<file path="src/hdl/e2c_pkg.sv">
// shared types, constants and functions for the equirectangular to cubemap address generator
`default_nettype none
package e2c_pkg;

  localparam int FRAC_BITS       = 16;
  localparam int WORK_SHIFT      = 8;
  localparam int VEC_W           = 26;  // signed direction component, q2.16 scaled by 2^8
  localparam int ROOT_W          = 25;  // magnitude of the x-z radius
  localparam int SQ_W            = 51;  // sum of two squares plus headroom
  localparam int CORDIC_W        = 28;  // cordic working width
  localparam int ATAN_STEPS      = 24;
  localparam int MAX_FACE_LOG2_D = 10;
  localparam int ANGLE_BITS_D    = 18;

  localparam logic [15:0] SOURCE_WIDTH_RESET  = 16'd2048;
  localparam logic [15:0] SOURCE_HEIGHT_RESET = 16'd1024;

  typedef enum logic [0:0] {
    REG_SOURCE_WIDTH  = 1'b0,
    REG_SOURCE_HEIGHT = 1'b1
  } reg_index_t;

  typedef enum logic [2:0] {
    FACE_POS_X = 3'd0,
    FACE_NEG_X = 3'd1,
    FACE_POS_Y = 3'd2,
    FACE_NEG_Y = 3'd3,
    FACE_POS_Z = 3'd4,
    FACE_NEG_Z = 3'd5
  } face_code_t;

  typedef struct packed {
    logic [2:0] face;
    logic [9:0] pixel_x;
    logic [9:0] pixel_y;
  } in_word_t;

  typedef struct packed {
    logic [15:0] sample_x;
    logic [15:0] sample_y;
    logic [31:0] source_index;
    logic        bad_request;
  } out_word_t;

  // atan(2^-i) in units of 2^-32 turn
  localparam logic [31:0] ATAN_TURN32 [ATAN_STEPS] = '{
    32'h20000000, 32'h12E4051E, 32'h09FB385B, 32'h051111D4, 32'h028B0D43,
    32'h0145D7E1, 32'h00A2F61E, 32'h00517C55, 32'h0028BE53, 32'h00145F2F,
    32'h000A2F98, 32'h000517CC, 32'h00028BE6, 32'h000145F3, 32'h0000A2FA,
    32'h0000517D, 32'h000028BE, 32'h0000145F, 32'h00000A30, 32'h00000518,
    32'h0000028C, 32'h00000146, 32'h000000A3, 32'h00000051
  };

  // rounded half up to ab bits of a turn
  function automatic logic [31:0] atan_step(input int i, input int ab);
    logic [32:0] sum;
    sum = {1'b0, ATAN_TURN32[i]} + (33'd1 << (31 - ab));
    return 32'(sum >> (32 - ab));
  endfunction

endpackage
`default_nettype wire

</file>
<file path="src/hdl/e2c_sqrt.sv">
// pipelined floor square root of x^2 + z^2, one root bit per stage
`default_nettype none
module e2c_sqrt
  import e2c_pkg::*;
#(
  parameter int SIDE_W = 1
) (
  input  wire logic                    clk,
  input  wire logic                    rst,
  input  wire logic                    en,
  input  wire logic                    valid_in,
  input  wire logic signed [VEC_W-1:0] vx,
  input  wire logic signed [VEC_W-1:0] vz,
  input  wire logic [SIDE_W-1:0]       side_in,
  output logic                         valid_out,
  output logic [ROOT_W-1:0]            root,
  output logic [SIDE_W-1:0]            side_out
);

  logic [ROOT_W-1:0]     mag_x, mag_z;
  logic [2*ROOT_W-1:0]   sq_x, sq_z;
  logic                  sq_valid;
  logic [SIDE_W-1:0]     sq_side;

  logic                  st_valid [0:ROOT_W];
  logic [SQ_W-1:0]       st_rem   [0:ROOT_W];
  logic [ROOT_W-1:0]     st_q     [0:ROOT_W];
  logic [SIDE_W-1:0]     st_side  [0:ROOT_W];

  assign mag_x = ROOT_W'(vx < 0 ? -vx : vx);
  assign mag_z = ROOT_W'(vz < 0 ? -vz : vz);

  always_ff @(posedge clk) begin
    if (rst) begin
      sq_valid    <= 1'b0;
      st_valid[0] <= 1'b0;
    end else if (en) begin
      sq_valid    <= valid_in;
      st_valid[0] <= sq_valid;
    end
  end

  always_ff @(posedge clk) begin
    if (en) begin
      sq_x       <= mag_x * mag_x;
      sq_z       <= mag_z * mag_z;
      sq_side    <= side_in;
      st_rem[0]  <= SQ_W'(sq_x) + SQ_W'(sq_z);
      st_q[0]    <= '0;
      st_side[0] <= sq_side;
    end
  end

  for (genvar t = 0; t < ROOT_W; t++) begin : g_bit
    localparam int J = ROOT_W - 1 - t;
    logic [SQ_W-1:0] cand;
    assign cand = (SQ_W'(st_q[t]) << (J + 1)) + (SQ_W'(1) << (2 * J));

    always_ff @(posedge clk) begin
      if (rst) begin
        st_valid[t+1] <= 1'b0;
      end else if (en) begin
        st_valid[t+1] <= st_valid[t];
      end
    end

    always_ff @(posedge clk) begin
      if (en) begin
        st_side[t+1] <= st_side[t];
        if (st_rem[t] >= cand) begin
          st_rem[t+1] <= st_rem[t] - cand;
          st_q[t+1]   <= st_q[t] | (ROOT_W'(1) << J);
        end else begin
          st_rem[t+1] <= st_rem[t];
          st_q[t+1]   <= st_q[t];
        end
      end
    end
  end

  assign valid_out = st_valid[ROOT_W];
  assign root      = st_q[ROOT_W];
  assign side_out  = st_side[ROOT_W];

endmodule
`default_nettype wire

</file>
<file path="config.mk">
export PLATFORM = sky130hd
export DESIGN_NAME = e2c_sqrt
export DESIGN_NICKNAME = d
export VERILOG_FILES = /design/src/hdl/e2c_pkg.sv /design/src/hdl/e2c_sqrt.sv
export SDC_FILE = /design/constraint.sdc
export NUM_CORES = 2
export LEC_CHECK = 0
export ABC_CLOCK_PERIOD_IN_PS = 12200
export BUFFER_PORTS_ARGS = -buffer_cell sky130_fd_sc_hd__buf_2
export CORE_UTILIZATION = 65
export DETAILED_ROUTE_END_ITERATION = 8
export PLACE_DENSITY_LB_ADDON = 0.1
export SYNTH_ARGS = -nofsm -noshare
export SYNTH_HDL_FRONTEND = slang
export SYNTH_SLANG_ARGS = --single-unit
</file>
<file path="constraint.sdc">
create_clock -name clk -period 12.2 [get_ports clk]
set_input_delay 1.83 -clock clk [delete_from_list [all_inputs] [get_ports clk]]
set_output_delay 1.83 -clock clk [all_outputs]
set_load 0.03 [all_outputs]
</file>
======== Word-level counts from Yosys, hierarchy flattened ========
Memory sizes are Yosys's and may differ from the RTL's.
Index checks and enable logic that the tools add are counted.
operators by class
  magnitude comparators ................... 27
  $mul .................................... 2
  div/mod/pow operators ................... 0
  reduce and logical (&&, ||, !) cells .... 0
  muxes and demuxes ....................... 234
  add/sub/neg operators ................... 53
  bitwise logic cells ..................... 76
  shift operators ......................... 0
  equal/unequal tests ..................... 0
operators with widths
  operator                  number
  $mux W51                  25
  $mux W25                  27
  $mux W1                   182
  $mul A25 B25 Y50          2
  $or A1 B1 Y1              76
  $lt A26 B1 Y1 const B     2
  $add A50 B49 Y51 const B  1
  $add A50 B50 Y51          1
  $ge A51 B27 Y1            1
  $ge A51 B28 Y1            1
  $ge A51 B29 Y1            1
  $ge A51 B30 Y1            1
  $ge A51 B31 Y1            1
  $ge A51 B32 Y1            1
  $ge A51 B33 Y1            1
  $ge A51 B34 Y1            1
  $ge A51 B35 Y1            1
  $ge A51 B36 Y1            1
  $ge A51 B37 Y1            1
  $ge A51 B38 Y1            1
  $ge A51 B39 Y1            1
  $ge A51 B40 Y1            1
  $ge A51 B41 Y1            1
  $ge A51 B42 Y1            1
  other kinds (59)          60
word-level totals
  RAM bits ................................ 2028
  bits in read-only memories .............. 0
  word-level logic and storage cells ...... 400
  register bits after elaboration ......... 102
  memories kept ........................... 4
  output and inout bits ................... 27
  latch bits .............................. 0
memories
  name      words  width  rd ports  clocked after Yosys merged registers in  wr ports  RTL line        RTL
  st_rem    26     51     25        0                                        26        e2c_sqrt.sv:26  logic [SQ_W-1:0] st_rem [0:ROOT_W];
  st_q      26     25     26        0                                        26        e2c_sqrt.sv:27  logic [ROOT_W-1:0] st_q [0:ROOT_W];
  st_side   26     1      26        0                                        26        e2c_sqrt.sv:28  logic [SIDE_W-1:0] st_side [0:ROOT_W];
  st_valid  26     1      26        0                                        26        e2c_sqrt.sv:25  logic st_valid [0:ROOT_W];

======== Logic depth before layout (Yosys ltp) ========
An unclocked memory read counts as a cell.
  word-level depth ........................ 7
  depth in mapped cells ................... 38
  depth with buffers taken out ............ 36

======== Least setup slack after synthesis ========
OpenSTA, ideal clock, no wires.
  path type ............................... input to register
  start point ............................. input vx[0]
  end point ............................... register sq_x[49], data pin
  slack ................................... 1.330 ns
  buffers on the path ..................... 3
  library setup time ...................... 0.256 ns
  arrival time ............................ 10.614 ns
  cell stages on the path ................. 36
  cell sequence ........................... clkbuf_1 > inv_1 > clkbuf_1 > ha_1 > nand3_1 > nand2b_1 > or4_1 > o41a_1 > xnor2_1 > clkbuf_1 > nor2_1 > fa_1 > inv_1 > fa_1 > inv_1 > fa_1 > inv_1 > fa_1 > inv_1 > fa_1 > fa_1 > inv_1 > fa_1 > inv_1 > ha_1 > a21oi_1 > o21bai_1 > a21oi_1 > o21ai_0 > a21oi_1 > a211oi_1 > o311ai_0 > o21ai_0 > a21o_1 > a2111oi_0 > and4b_1
between the ends
  cells in the longest elaborated chain, start to end .. 3
  elaborated cells between the ends (all ways) .. 4
RTL lines
  what                                           RTL line        RTL
  start: declaration                             e2c_sqrt.sv:12  input wire logic signed [VEC_W-1:0] vx,
  $neg A25 Y25 or $lt A26 B1 Y1 (tied branches)  e2c_sqrt.sv:30  assign mag_x = ROOT_W'(vx < 0 ? -vx : vx);
  $mux W25 *                                     e2c_sqrt.sv:30
  $mul A25 B25 Y50 *                             e2c_sqrt.sv:45  sq_x <= mag_x * mag_x;
  end signal: assignment                         e2c_sqrt.sv:45
  end: declaration                               e2c_sqrt.sv:21  logic [2*ROOT_W-1:0] sq_x, sq_z;
Every way passes the cells marked *; elsewhere a longest branch is shown, timed or not.
A chain may end at the register's enable or synchronous reset.

======== Final worst setup path ========
Same ends and word-level chain as after synthesis.

==> run summary <==
vias in the first global route: 78950
CP delay by family, top: adder cells
Post-synth EDFFs: 1751
FF-to-FF setup slack: 7630 ps
die width: 427 µm
Seq. cell area: 52600 µm²
R2R Path Start: st_rem[0][698]$_DFFE_PP_
CTS Buf Count: 178
Total Nets Final: 12286
Vias: 77314
predominant post-synthesis flop cell: edfxtp_1
effective utilization at floorplan: 0.656
initial antenna violation count: 3
Hold WC Path Type: reg2reg
CTS tree: built
chip height: 427 µm
slowest CP cell: a211oi_1
DR pass1 iterations: 6
final core utilization: 0.710
die area: 182000 µm²
global route hottest layer: met2
area of the multi-input gates: 57500 µm²
met3 GRT Util: 0.0476
syn nets: 12104
worst hold endpoint: st_side[0][4]$_DFFE_PP_
Post-CTS Setup Bufs: 0
DRT iter0 DRCs: 6694
cts hold-fix bufs: 0
total clock sinks: 1752
M2 GR Usage: 0.516
Critical Path RT: 12770 ps
register area share after synthesis: 0.448
Final Hold Fails: 0
H-tree levels: 4
GRT Util Overall: 0.309
Max Buffers Root-to-Sink: 3
Mapped Area: 117000 µm²
MaxCap Viol Count: 0
Slowest Stage Delay on Critical Path: 640 ps
cell count of the worst reg-to-reg path: 11
Detail Placement HPWL: 214 mm
I/O Pins: 84
# setup viols final: 0
Final ANT Viol Nets: 0
Routed Wire Length: 277 mm
Clk pin slew, worst setup/hold paths: 60 ps
share of cells above drive strength 1: 0.0570
port bufs: 83
CP most frequent cell: inv_1
Mean Syn Cell Area: 11.4 µm²
status: finished clean
setup TNS: 0 ps
WL per Instance: 21.2 µm
#FFs+latches synth: 1752
row count: 155
CP Capture Type: flip-flop
Via density: 5.93
met1 Track Usage GR: 0.401
Slew Limit Headroom: 0.197
Final min period: 11300 ps
Final period util: 0.926
cts repair resizes: 0
hold path depth: 0
RePlAce Congestion: 0.963
final slew viol count: 0
synthesized instance count: 10347
CP Max Fanout: 10
Yosys warnings: 0
critical path class: in2reg
# DRC: 0
Skew-Pair Late Insertion Delay: 830 ps
Critical path buffers and inverters: 9
area delta synth->final: 8.19%
Achievable Freq: 0.0885 GHz
Clk Tree Root Cell: clkbuf_16
Filler Cells Inserted: 12645
core area: 179000 µm²
global-route wire length before repair: 433 mm
hold wc startpoint: st_side[0][3]$_DFFE_PP_
Hold Slack: 419 ps
Final Skew: 43.1 ps
design area: 127000 µm²
Slew @ Worst Pin: 1200 ps
ys async rst share: 0
area of placed instances: 121000 µm²
FF-to-FF End: st_rem[0][760]$_DFFE_PP_
post-synth cell types: 90
Worst EP arrival: 11870 ps
Worst setup SP type: primary input
largest net degree at the start of global routing: 175
RSZ-0062 raised after global routing: false
gr ovfl total: 0
-- cells in the mapped netlist, types with 47 or more instances --
| cell | count | area share |
|---|---|---|
| and2_1 | 50 | 0.0027 |
| nand4_1 | 96 | 0.0051 |
| a21o_1 | 229 | 0.015 |
| edfxtp_1 | 1751 | 0.45 |
| o21ai_0 | 378 | 0.016 |
| clkbuf_1 | 203 | 0.0065 |
| nor2_1 | 735 | 0.023 |
| xor2_1 | 319 | 0.024 |
| nand2b_1 | 98 | 0.0052 |
| inv_1 | 1745 | 0.056 |
| o21a_1 | 84 | 0.0054 |
| ha_1 | 760 | 0.081 |
| fa_1 | 940 | 0.16 |
| or3_1 | 65 | 0.0035 |
| nand3_1 | 125 | 0.0053 |
| xnor2_1 | 414 | 0.031 |
| or4_1 | 47 | 0.0030 |
| nor2b_1 | 70 | 0.0037 |
| nand2_1 | 798 | 0.026 |
| a21oi_1 | 419 | 0.018 |
| nor4_1 | 215 | 0.011 |
| mux2_2 | 55 | 0.0053 |
| nor3_1 | 195 | 0.0083 |
-- logic make-up after synthesis --
logic type	count (synthesis)	share of synthesized area
flip-flops	1752	0.448
XOR/XNOR	733	0.0547
buffers and inverters	1975	0.0632
AND/OR/NAND/NOR	2699	0.111
AO/OA/AOI/OAI	1419	0.0754
adder cells (fa/ha/maj)	1700	0.241
multiplexers	69	0.00647
-- worst register-to-register path: stages, from the launching register on --
cell and delay, ps:
edfxtp_1 460, ha_1 450, nand3_1 160, nor2_1 220, nand2_1 80, nor4_1 520
a31oi_1 190, nand3b_1 880, nand4_1 340, or4_1 600, nor4_1 260, xor2_1 130
-- area by class of cell --
class / count / share of cell area
Clock inverter: 117 / 0.0103
Timing Repair Buffer: 219 / 0.0117
Clock buffer: 207 / 0.0362
Multi-Input combinational cell: 6620 / 0.453
Antenna cell: 5 / 0.0000985
Inverter: 1758 / 0.0519
Sequential cell: 1752 / 0.414
Tap cell: 2355 / 0.0232
-- placed cells by master (no fill, tap or decap), types with 32 or more instances in the layout --
cell type	Yosys	final
buf_2	5	82
and3_1	38	38
nor4_1	215	215
a21o_1	229	229
nand2b_1	98	98
o21ai_0	378	378
nand2_1	798	798
o21a_1	84	84
buf_4	0	133
ha_1	760	760
o31ai_1	36	36
clkinv_1	10	47
o21bai_1	39	39
inv_1	1745	1745
mux2_2	55	55
a211oi_1	36	34
or4_1	47	47
edfxtp_1	1751	1751
clkbuf_16	0	180
nand3_1	125	125
xnor2_1	414	413
fa_1	940	940
xor2_1	319	318
nor2_1	735	735
nor4b_1	32	32
and2_1	50	50
nor3_1	195	194
a21oi_1	419	419
nand4_1	96	96
nor2b_1	70	70
or3_1	65	65
-- metal layers --
metal,vias up,share of wire
met3,655,0.066
met2,2753,0.49
met4,2,0.048
li1,35606,-
met5,-,0.000054
met1,38298,0.40
-- state kept, by name (all words and copies together), names as in the netlist --
name      cells
sq_side       1
sq_valid      1
sq_x         49
sq_z         49
st_q        325
st_rem     1275
st_side      26
st_valid     26
-- per-stage QoR --
| stage | setup slack (ps) | cells |
|---|---|---|
| finish | 900 | 13033 |
| global route | 554 | 13029 |
| CTS | 1110 | 13028 |
| detailed placement | 254 | 12704 |
| global placement | 276 | 12704 |
| floorplan | 1330 | 10347 |
-- worst max-delay path by stage --
stage / slack (ps) / start / cells after the start / to
2_1_floorplan: 1330 / vx[0] / 36 / sq_x[49]$_DFFE_PP_
3_3_place_gp: 280 / vx[0] / 35 / sq_x[49]$_DFFE_PP_
3_5_place_dp: 250 / vx[0] / 35 / sq_x[49]$_DFFE_PP_
4_1_cts: 1110 / vx[0] / 35 / sq_x[49]$_DFFE_PP_
5_1_grt: 550 / vx[0] / 35 / sq_x[49]$_DFFE_PP_
6_report: 900 / vx[0] / 35 / sq_x[49]$_DFFE_PP_
Power is left out: the tool's default activity adds up to more than one toggle a clock period on the data nets, which glitch-free logic cannot reach.
